## config.mk

```make
export PLATFORM = sky130hd
export DESIGN_NAME = point_in_polygon_test_unit
export DESIGN_NICKNAME = d
export VERILOG_FILES = /design/src/hdl/pip_pkg.sv /design/src/hdl/pip_vertex_mem.sv /design/src/hdl/pip_edge_eval.sv /design/src/hdl/point_in_polygon_test_unit.sv
export SDC_FILE = /design/constraint.sdc
export NUM_CORES = 2
export LEC_CHECK = 0
export BUFFER_PORTS_ARGS = -buffer_cell sky130_fd_sc_hd__buf_2
export CAP_MARGIN = 10
export CORE_ASPECT_RATIO = 1.75
export CORE_MARGIN = 5
export CORE_UTILIZATION = 50
export CTS_BUF_LIST = sky130_fd_sc_hd__clkbuf_4 sky130_fd_sc_hd__clkbuf_8
export CTS_CLUSTER_DIAMETER = 80
export CTS_CLUSTER_SIZE = 8
export DETAILED_ROUTE_END_ITERATION = 10
export PLACE_DENSITY = 0.66
export SKIP_LAST_GASP = 1
export SYNTH_ARGS = -nofsm -noshare
export SYNTH_HDL_FRONTEND = slang
export SYNTH_HIERARCHICAL = 1
export SYNTH_SLANG_ARGS = --single-unit
export TNS_END_PERCENT = 1
```

## constraint.sdc

```tcl
create_clock -name clk -period 14.8 [get_ports clk]
set_input_delay 0.74 -clock clk [delete_from_list [all_inputs] [get_ports clk]]
set_output_delay 0.74 -clock clk [all_outputs]
set_load 0.005 [all_outputs]
```

## src/hdl/pip_pkg.sv

```systemverilog
// ----------------------------------------------------------------------------
// pip_pkg: shared types and constants for the point-in-polygon test unit
// Widths of the vertex table, the coordinates and the stream payloads.
// ----------------------------------------------------------------------------
`default_nettype none

package pip_pkg;

  // Table depth and coordinate width
  localparam int MAX_VERTICES = 16;
  localparam int COORD_BITS   = 16;
  localparam int IDX_BITS     = $clog2(MAX_VERTICES);

  // Fixed field widths of the stream items and the count register
  localparam int VIDX_BITS    = 4;
  localparam int CNT_BITS     = 5;
  localparam int CNT_MAX      = (1 << CNT_BITS) - 1;

  // Edge arithmetic: differences need one extra bit, products twice that
  localparam int DIFF_BITS    = COORD_BITS + 1;
  localparam int PROD_BITS    = 2 * DIFF_BITS;

  // Stream payload widths, rounded up to whole bytes
  localparam int S_DATA_RAW   = VIDX_BITS + 2 * COORD_BITS;
  localparam int S_DATA_BITS  = ((S_DATA_RAW + 7) / 8) * 8;
  localparam int M_DATA_RAW   = 1 + CNT_BITS;
  localparam int M_DATA_BITS  = ((M_DATA_RAW + 7) / 8) * 8;

  // Register file
  localparam int PADDR_BITS   = 3;
  localparam int PDATA_BITS   = 32;

  // Item kinds carried in s_tuser
  localparam logic FUNC_WRITE = 1'b0;
  localparam logic FUNC_QUERY = 1'b1;

  // Register index decoded from paddr[2]
  localparam logic REG_VERTEX_COUNT = 1'b0;

  typedef logic signed [COORD_BITS-1:0] coord_t;
  typedef logic signed [DIFF_BITS-1:0]  diff_t;
  typedef logic signed [PROD_BITS-1:0]  prod_t;
  typedef logic [IDX_BITS-1:0]          vidx_t;
  typedef logic [CNT_BITS-1:0]          cnt_t;

  // One edge handed to the evaluator, with the query point
  typedef struct packed {
    logic   valid;
    logic   last;
    coord_t x1;
    coord_t y1;
    coord_t x2;
    coord_t y2;
    coord_t px;
    coord_t py;
  } pip_edge_t;

  // Verdict for one edge
  typedef struct packed {
    logic valid;
    logic last;
    logic crossed;
  } pip_hit_t;

  // Query sequencer
  typedef enum logic [2:0] {
    ST_IDLE,
    ST_RUN,
    ST_LAST,
    ST_WRAP,
    ST_WAIT,
    ST_FINISH
  } state_t;

endpackage

`default_nettype wire

```

## src/hdl/pip_vertex_mem.sv

```systemverilog
// ----------------------------------------------------------------------------
// pip_vertex_mem: vertex table
// Synchronous x/y memory, one write port and one read port, read data
// registered.
// ----------------------------------------------------------------------------
`default_nettype none

module pip_vertex_mem (
  input  wire logic           clk,
  input  wire logic           we,
  input  wire pip_pkg::vidx_t waddr,
  input  wire pip_pkg::coord_t wx,
  input  wire pip_pkg::coord_t wy,
  input  wire logic           re,
  input  wire pip_pkg::vidx_t raddr,
  output pip_pkg::coord_t     rx,
  output pip_pkg::coord_t     ry
);
  import pip_pkg::*;

  coord_t mem_x [MAX_VERTICES];
  coord_t mem_y [MAX_VERTICES];

  // Write port
  always_ff @(posedge clk) begin
    if (we) begin
      mem_x[waddr] <= wx;
      mem_y[waddr] <= wy;
    end
  end

  // Registered read port
  always_ff @(posedge clk) begin
    if (re) begin
      rx <= mem_x[raddr];
      ry <= mem_y[raddr];
    end
  end

endmodule

`default_nettype wire

```

## src/hdl/pip_edge_eval.sv

```systemverilog
// ----------------------------------------------------------------------------
// pip_edge_eval: edge crossing test
// Three-stage pipeline: span check and differences, products, compare.
// Crossing when a*ex > ep*d with a >= 0, d > 0 (edge x right of point).
// ----------------------------------------------------------------------------
`default_nettype none

module pip_edge_eval (
  input  wire logic              clk,
  input  wire logic              rst,
  input  wire pip_pkg::pip_edge_t edge_in,
  output pip_pkg::pip_hit_t      hit
);
  import pip_pkg::*;

  // stage 1 registers
  logic  s1_valid, s1_last, s1_span;
  diff_t s1_a, s1_d, s1_ex, s1_ep;
  // stage 2 registers
  logic  s2_valid, s2_last, s2_span;
  prod_t s2_lhs, s2_rhs;

  // sign-extended coordinates
  diff_t x1e, y1e, x2e, y2e, pxe, pye;
  logic  up, span;
  diff_t a_c, d_c;

  assign x1e = {edge_in.x1[COORD_BITS-1], edge_in.x1};
  assign y1e = {edge_in.y1[COORD_BITS-1], edge_in.y1};
  assign x2e = {edge_in.x2[COORD_BITS-1], edge_in.x2};
  assign y2e = {edge_in.y2[COORD_BITS-1], edge_in.y2};
  assign pxe = {edge_in.px[COORD_BITS-1], edge_in.px};
  assign pye = {edge_in.py[COORD_BITS-1], edge_in.py};

  // half-open span [min y, max y); horizontal edges never qualify
  always_comb begin
    up   = edge_in.y1 < edge_in.y2;
    if (up) begin
      span = (edge_in.py >= edge_in.y1) && (edge_in.py < edge_in.y2);
      a_c  = pye - y1e;
      d_c  = y2e - y1e;
    end else begin
      span = (edge_in.y2 < edge_in.y1) && (edge_in.py >= edge_in.y2) &&
             (edge_in.py < edge_in.y1);
      a_c  = y1e - pye;
      d_c  = y1e - y2e;
    end
  end

  // stage 1: differences, normalized so that d is never negative
  always_ff @(posedge clk) begin
    if (rst) begin
      s1_valid <= 1'b0;
    end else begin
      s1_valid <= edge_in.valid;
    end
    s1_last <= edge_in.last;
    s1_span <= span;
    s1_a    <= a_c;
    s1_d    <= d_c;
    s1_ex   <= x2e - x1e;
    s1_ep   <= pxe - x1e;
  end

  // stage 2: the two cross products
  always_ff @(posedge clk) begin
    if (rst) begin
      s2_valid <= 1'b0;
    end else begin
      s2_valid <= s1_valid;
    end
    s2_last <= s1_last;
    s2_span <= s1_span;
    s2_lhs  <= s1_a * s1_ex;
    s2_rhs  <= s1_ep * s1_d;
  end

  // stage 3: exact compare
  always_ff @(posedge clk) begin
    if (rst) begin
      hit.valid <= 1'b0;
    end else begin
      hit.valid <= s2_valid;
    end
    hit.last    <= s2_last;
    hit.crossed <= s2_span && (s2_lhs > s2_rhs);
  end

endmodule

`default_nettype wire

```

## src/hdl/point_in_polygon_test_unit.sv

```systemverilog
// ----------------------------------------------------------------------------
// point_in_polygon_test_unit: crossing-number point-in-polygon tester
// Vertex writes fill a table; a query walks the stored edges and returns
// the crossing count and its parity.
// ----------------------------------------------------------------------------
// Sequencing: write beats are accepted while idle. A query walks the table
//   through RUN, LAST, WRAP, WAIT and FINISH (straight to FINISH with n = 0),
//   reading one vertex per cycle through the single read port of the vertex
//   table into the 3-stage edge pipeline; the result beat is loaded in FINISH
//   once the output is free. No new beat is accepted until IDLE is reached.
// Reset: rst clears vertex_count, the sequencer and the output beat; the
//   vertex table is not cleared and must be written before use.
`default_nettype none

module point_in_polygon_test_unit (
  input  wire logic                              clk,
  input  wire logic                              rst,
  // input stream
  input  wire logic                              s_tvalid,
  output logic                                   s_tready,
  // [3:0] vertex_index, [19:4] point_x, [35:20] point_y, rest zero
  input  wire logic [pip_pkg::S_DATA_BITS-1:0]   s_tdata,
  // [0] func
  input  wire logic                              s_tuser,
  // result stream
  output logic                                   m_tvalid,
  input  wire logic                              m_tready,
  // [0] inside_res, [5:1] crossings, rest zero
  output logic [pip_pkg::M_DATA_BITS-1:0]        m_tdata,
  // register port
  input  wire logic                              psel,
  input  wire logic                              penable,
  input  wire logic                              pwrite,
  input  wire logic [pip_pkg::PADDR_BITS-1:0]    paddr,
  input  wire logic [pip_pkg::PDATA_BITS-1:0]    pwdata,
  output logic [pip_pkg::PDATA_BITS-1:0]         prdata,
  output logic                                   pready
);
  import pip_pkg::*;

  state_t state, state_next;

  cnt_t   vertex_count;
  vidx_t  rd_addr;
  vidx_t  n_last;
  coord_t qx, qy;
  coord_t first_x, first_y, prev_x, prev_y;
  coord_t rx, ry;
  logic   rd_vld, rd_first;
  cnt_t   crossings;
  logic   parity;
  cnt_t   out_cnt;
  logic   out_inside;

  logic   s_beat, m_beat, is_query, wr_en, rd_en, wrap_go, load_out, out_free;
  logic   [VIDX_BITS-1:0] in_idx;
  coord_t in_x, in_y;
  int     n_eff;

  pip_edge_t edge_item;
  pip_hit_t  hit;

  // input field unpacking
  assign in_idx   = s_tdata[VIDX_BITS-1:0];
  assign in_x     = s_tdata[VIDX_BITS +: COORD_BITS];
  assign in_y     = s_tdata[VIDX_BITS+COORD_BITS +: COORD_BITS];
  assign s_beat   = s_tvalid && s_tready;
  assign m_beat   = m_tvalid && m_tready;
  assign is_query = (s_tuser == FUNC_QUERY);
  assign out_free = !m_tvalid || m_tready;
  assign wr_en    = s_beat && !is_query && (int'(in_idx) < MAX_VERTICES);

  // vertices in use, clipped to the table depth
  assign n_eff = (int'(vertex_count) > MAX_VERTICES) ? MAX_VERTICES : int'(vertex_count);

  // register port
  assign pready = 1'b1;
  always_ff @(posedge clk) begin
    if (rst) begin
      vertex_count <= '0;
    end else if (psel && penable && pwrite && pready && paddr[2] == REG_VERTEX_COUNT) begin
      vertex_count <= pwdata[CNT_BITS-1:0];
    end
  end

  always_comb begin
    prdata = '0;
    if (paddr[2] == REG_VERTEX_COUNT) begin
      prdata[CNT_BITS-1:0] = vertex_count;
    end
  end

  // sequencer: next state
  always_comb begin
    state_next = state;
    unique case (state)
      ST_IDLE: begin
        if (s_beat && is_query) begin
          state_next = (n_eff == 0) ? ST_FINISH : ST_RUN;
        end
      end
      ST_RUN: begin
        if (rd_addr == n_last) begin
          state_next = ST_LAST;
        end
      end
      ST_LAST:  state_next = ST_WRAP;
      ST_WRAP:  state_next = ST_WAIT;
      ST_WAIT: begin
        if (hit.valid && hit.last) begin
          state_next = ST_FINISH;
        end
      end
      ST_FINISH: begin
        if (out_free) begin
          state_next = ST_IDLE;
        end
      end
      default: state_next = ST_IDLE;
    endcase
  end

  // sequencer: outputs
  always_comb begin
    s_tready = 1'b0;
    rd_en    = 1'b0;
    wrap_go  = 1'b0;
    load_out = 1'b0;
    unique case (state)
      ST_IDLE:   s_tready = 1'b1;
      ST_RUN:    rd_en    = 1'b1;
      ST_WRAP:   wrap_go  = 1'b1;
      ST_FINISH: load_out = out_free;
      default: begin
      end
    endcase
  end

  always_ff @(posedge clk) begin
    if (rst) begin
      state <= ST_IDLE;
    end else begin
      state <= state_next;
    end
  end

  // query capture and read address walk
  always_ff @(posedge clk) begin
    if (s_beat && is_query) begin
      qx      <= in_x;
      qy      <= in_y;
      n_last  <= IDX_BITS'(n_eff - 1);
      rd_addr <= '0;
    end else if (rd_en) begin
      rd_addr <= rd_addr + 1'b1;
    end
  end

  // read-valid tracking for the registered table read
  always_ff @(posedge clk) begin
    if (rst) begin
      rd_vld   <= 1'b0;
      rd_first <= 1'b0;
    end else begin
      rd_vld   <= rd_en;
      rd_first <= rd_en && (rd_addr == '0);
    end
  end

  // vertex table
  pip_vertex_mem u_mem (
    .clk   (clk),
    .we    (wr_en),
    .waddr (IDX_BITS'(in_idx)),
    .wx    (in_x),
    .wy    (in_y),
    .re    (rd_en),
    .raddr (rd_addr),
    .rx    (rx),
    .ry    (ry)
  );

  // hold the first and the previous vertex
  always_ff @(posedge clk) begin
    if (rd_vld) begin
      prev_x <= rx;
      prev_y <= ry;
      if (rd_first) begin
        first_x <= rx;
        first_y <= ry;
      end
    end
  end

  // edge issue: consecutive pairs as they arrive, then the closing edge
  always_comb begin
    edge_item.valid = (rd_vld && !rd_first) || wrap_go;
    edge_item.last  = wrap_go;
    edge_item.x1    = prev_x;
    edge_item.y1    = prev_y;
    edge_item.x2    = wrap_go ? first_x : rx;
    edge_item.y2    = wrap_go ? first_y : ry;
    edge_item.px    = qx;
    edge_item.py    = qy;
  end

  pip_edge_eval u_eval (
    .clk     (clk),
    .rst     (rst),
    .edge_in (edge_item),
    .hit     (hit)
  );

  // crossing count (saturating) and parity
  always_ff @(posedge clk) begin
    if (s_beat && is_query) begin
      crossings <= '0;
      parity    <= 1'b0;
    end else if (hit.valid && hit.crossed) begin
      if (crossings != cnt_t'(CNT_MAX)) begin
        crossings <= crossings + 1'b1;
      end
      parity <= !parity;
    end
  end

  // result beat register
  always_ff @(posedge clk) begin
    if (rst) begin
      m_tvalid <= 1'b0;
    end else if (load_out) begin
      m_tvalid <= 1'b1;
    end else if (m_beat) begin
      m_tvalid <= 1'b0;
    end
  end

  always_ff @(posedge clk) begin
    if (load_out) begin
      out_cnt    <= crossings;
      out_inside <= parity;
    end
  end

  always_comb begin
    m_tdata                  = '0;
    m_tdata[0]               = out_inside;
    m_tdata[CNT_BITS:1]      = out_cnt;
  end

  // checks
  a_load_from_finish: assert property (@(posedge clk) disable iff (rst)
    $rose(m_tvalid) |-> $past(state) == ST_FINISH)
    else $error("result beat raised outside the finish state");

  a_last_hit_in_wait: assert property (@(posedge clk) disable iff (rst)
    (hit.valid && hit.last) |-> state == ST_WAIT)
    else $error("closing edge verdict arrived outside the wait state");

  a_edge_in_walk: assert property (@(posedge clk) disable iff (rst)
    edge_item.valid |-> (state == ST_RUN || state == ST_LAST || state == ST_WRAP))
    else $error("edge issued outside a table walk");

  a_parity_match: assert property (@(posedge clk) disable iff (rst)
    (m_tvalid && out_cnt != cnt_t'(CNT_MAX)) |-> out_inside == out_cnt[0])
    else $error("inside flag disagrees with crossing count");

  a_count_bound: assert property (@(posedge clk) disable iff (rst)
    m_tvalid |-> int'(out_cnt) <= MAX_VERTICES)
    else $error("crossing count exceeds edge count");

endmodule

`default_nettype wire
```

==> flow_metrics.py <==
metrics = {
    "floorplanning": {
        "pin_count": 126,
        "die_y_um": 451,
        "die_area_um2": 118000,
        "initial_core_util_pct": 50.4,
        "core-area_um2": 110000,
        "fp.dieW_um": 262,
        "std_cell_rows": 161,
    },
    "critical_path": {
        "crit_fanout": 17,
        "critPathBufInv": 3,
        "worst_path_max_delay_cell": "dfxtp_1",
        "cp.arrival_ps": 7970,
        "path_class": "reg2reg",
        "cp_slowest_stage_delay_ps": 960,
        "path_common_cell": "fa_1",
        "cp-end-kind": "flip-flop",
        "required_ps": 15410,
        "worstPathCellList": "nand2_1 -> fa_1 -> inv_1 -> fa_1 -> fa_1 -> fa_1 -> fa_1 -> inv_1 -> fa_1 -> inv_1 -> ha_1 -> and2_1 -> nand4_1 -> or4_1 -> nor2_1 -> o21ai_0 -> nand3_1 -> a31oi_1 -> mux2i_1 -> o2111ai_1",
        "start_kind": "flip-flop",
        "critPathTopFamily": "adder cells",
    },
    "finish": {
        "syn_to_final_growth_pct": 7.30,
        "mostFrequentLayoutCell": "inv_1",
        "nNetsFinal": 5540,
        "final_cell_mix": "inv_1, edfxtp_1, fa_1",
        "design_area_um2": 59600,
        "post_route_cells_drive_above_1_share_pct": 11.0,
    },
    "sta": {
        "worstMarginPinSlew_ps": 1090,
        "finalSetupViolCount": 0,
        "timing.final.crit_share_pct": 49.8,
        "hold_viol": 0,
        "fin_skew_ps": 98.9,
        "report.final.slew_viol_count": 0,
        "fin_crit_ps": 7370,
        "rsz0062_at_grt": "false",
        "finalSetupTns_ps": 0,
        "maxClockFrequency_mhz": 136,
        "relSlewSlack_pct": 26.9,
        "holdWs_ps": 192,
    },
    "yosys": {
        "netlist_top_cells_area": "edfxtp_1, fa_1, ha_1",
        "synth.largest_area_cell": "edfxtp_1",
        "yosysSeqAreaShare_pct": 41.2,
        "yosysUniqueCellTypes": 87,
        "synth_top_area_share_pct": 35.2,
        "synthCells": 4465,
        "avgSynthCellArea_um2": 12.4,
        "synthFlopType": "edfxtp_1",
        "ys_ff_latch": 816,
        "postSynth.asyncResetShare_pct": 0,
        "synth_edf_count": 650,
        "synth_area_um2": 55500,
        "yosys_warnings": 6,
    },
    "detailed_routing": {
        "dr.pass1.iters": 5,
        "antenna_left": 0,
        "vias_per_cell": 5.47,
        "drc": 0,
        "post_drt_wl_per_cell_um": 21.9,
        "initialDrtViolationCount": 1823,
        "drt-total-wl_mm": 133,
        "num_vias": 33200,
    },
    "clocking": {
        "clkSinkCount": 816,
        "cts_tree": "done",
        "cts-root-buf": "clkbuf_8",
        "htreeDepth": 3,
        "clock_latency_ps": 820,
        "clk_pin_slew_ps": 70,
        "holdBufCountCts": 0,
        "clockBufferDepth": 3,
        "postCtsSetupBuffers": 0,
        "cts_inserted_buffers": 112,
        "ctsResizeCount": 0,
    },
    "grt": {
        "grt_pass1_vias": 37000,
        "grt_max_degree": 50,
        "grt_pass1_wl_mm": 207,
        "grt_antenna_before_repair": 7,
        "grt_usage_pct": 23.1,
        "grt_overflow": 0,
    },
    "outcome": {
        "status": "completed",
    },
    "placed_design": {
        "io_buffers": 62,
        "dpl.hpwl_mm": 96.5,
        "detailed_place.area_um2": 57400,
        "gp_congestion": 0.901,
    },
    "min_path": {
        "hold_class": "in2reg",
    },
    "run": {
        "drv_cap": 0,
    },
}
-- flip-flops by register name, indices dropped and copies added, names as in the netlist, 4 cells and up --
name           count
u_mem/mem_x      256
u_mem/mem_y      256
u_eval/s2_lhs     34
u_eval/s2_rhs     34
u_eval/s1_a       17
u_eval/s1_d       17
u_eval/s1_ep      17
u_eval/s1_ex      17
first_x           16
first_y           16
prev_x            16
prev_y            16
qx                16
qy                16
u_mem/rx          16
u_mem/ry          16
crossings          5
out_cnt            5
vertex_count       5
n_last             4
rd_addr            4
-- final cells by class --
type	count	area [um^2]
Timing Repair Buffer	111	678
Tap cell	1467	1840
Clock inverter	9	183
Fill cell	9272	50600
Antenna cell	10	25.0
Clock buffer	171	1980
Sequential cell	816	22900
Multi-Input combinational cell	2751	29200
Inverter	744	2790
-- worst reg2reg max path, stage by stage, from the launching register on --
cell and delay, ps:
dfxtp_1 960, nand2_1 310, fa_1 610, inv_1 70
fa_1 880, fa_1 560, fa_1 510, fa_1 490
inv_1 50, fa_1 480, inv_1 50, ha_1 380
and2_1 170, nand4_1 140, or4_1 590, nor2_1 130
o21ai_0 170, nand3_1 200, a31oi_1 160, mux2i_1 170
o2111ai_1 140
-- synthesized netlist by cell type (all sizes together), types with 5 or more instances --
| master | count |
|---|---|
| a211o | 5 |
| a211oi | 7 |
| a21boi | 14 |
| a21o | 61 |
| a21oi | 124 |
| a221oi | 6 |
| a22oi | 64 |
| a31oi | 16 |
| and2 | 292 |
| and3 | 14 |
| buf | 83 |
| clkbuf | 99 |
| dfxtp | 166 |
| edfxtp | 650 |
| fa | 598 |
| ha | 323 |
| inv | 744 |
| mux2 | 33 |
| mux2i | 29 |
| mux4 | 128 |
| nand2 | 371 |
| nand2b | 39 |
| nand3 | 29 |
| nand3b | 5 |
| nand4 | 26 |
| nor2 | 132 |
| nor2b | 39 |
| nor3 | 23 |
| nor3b | 5 |
| nor4 | 5 |
| o2111ai | 8 |
| o211ai | 11 |
| o21a | 12 |
| o21ai | 89 |
| o21bai | 17 |
| or2 | 5 |
| xnor2 | 93 |
| xor2 | 38 |
-- final timing paths --
path                          start                           end  slack, ps  depth (start not counted)
min reg2reg  u_eval/s2_last$_DFF_P_         u_eval/hit[1]$_DFF_P_        330                          0
max          u_eval/s1_d[5]$_DFF_P_     u_eval/s2_rhs[32]$_DFF_P_       7430                         20
min                       pwdata[2]  vertex_count[2]$_SDFFE_PP0P_        190                          3
max reg2reg  u_eval/s1_d[5]$_DFF_P_     u_eval/s2_rhs[32]$_DFF_P_       7430                         20
-- metal layers --
metal / GRT usage [%] / wire length, um / up-vias
li1: - / - / 14900
met1: 23.4 / 44000 / 17000
met2: 44.7 / 75600 / 897
met3: 2.83 / 5060 / 403
met4: 13.0 / 8730 / 2
met5: 0 / 13 / -
-- stage by stage --
| stage | util (%) | instances | worst slack (ps) |
|---|---|---|---|
| after floorplan | - | 4493 | 8460 |
| after global placement | 52.1 | 5889 | 7520 |
| after detailed placement | 52.1 | 5889 | 7460 |
| after CTS | 54.0 | 6069 | 7410 |
| after global routing | 54.0 | 6077 | 7150 |
| final | 54.1 | 6079 | 7430 |
-- cell families after synthesis --
kind of cell | count (synthesis) | synth area share, %
AO/OA/AOI/OAI | 476 | 5.78
XOR/XNOR | 131 | 2.07
adder cells (fa/ha/maj) | 921 | 28.8
buffers and inverters | 926 | 6.66
flip-flops | 816 | 41.2
multiplexers | 190 | 6.39
other | 2 | 0.0135
AND/OR/NAND/NOR | 1003 | 9.09
Power is left out: the tool's default activity adds up to more than one toggle a clock period on the data nets, which glitch-free logic cannot reach.
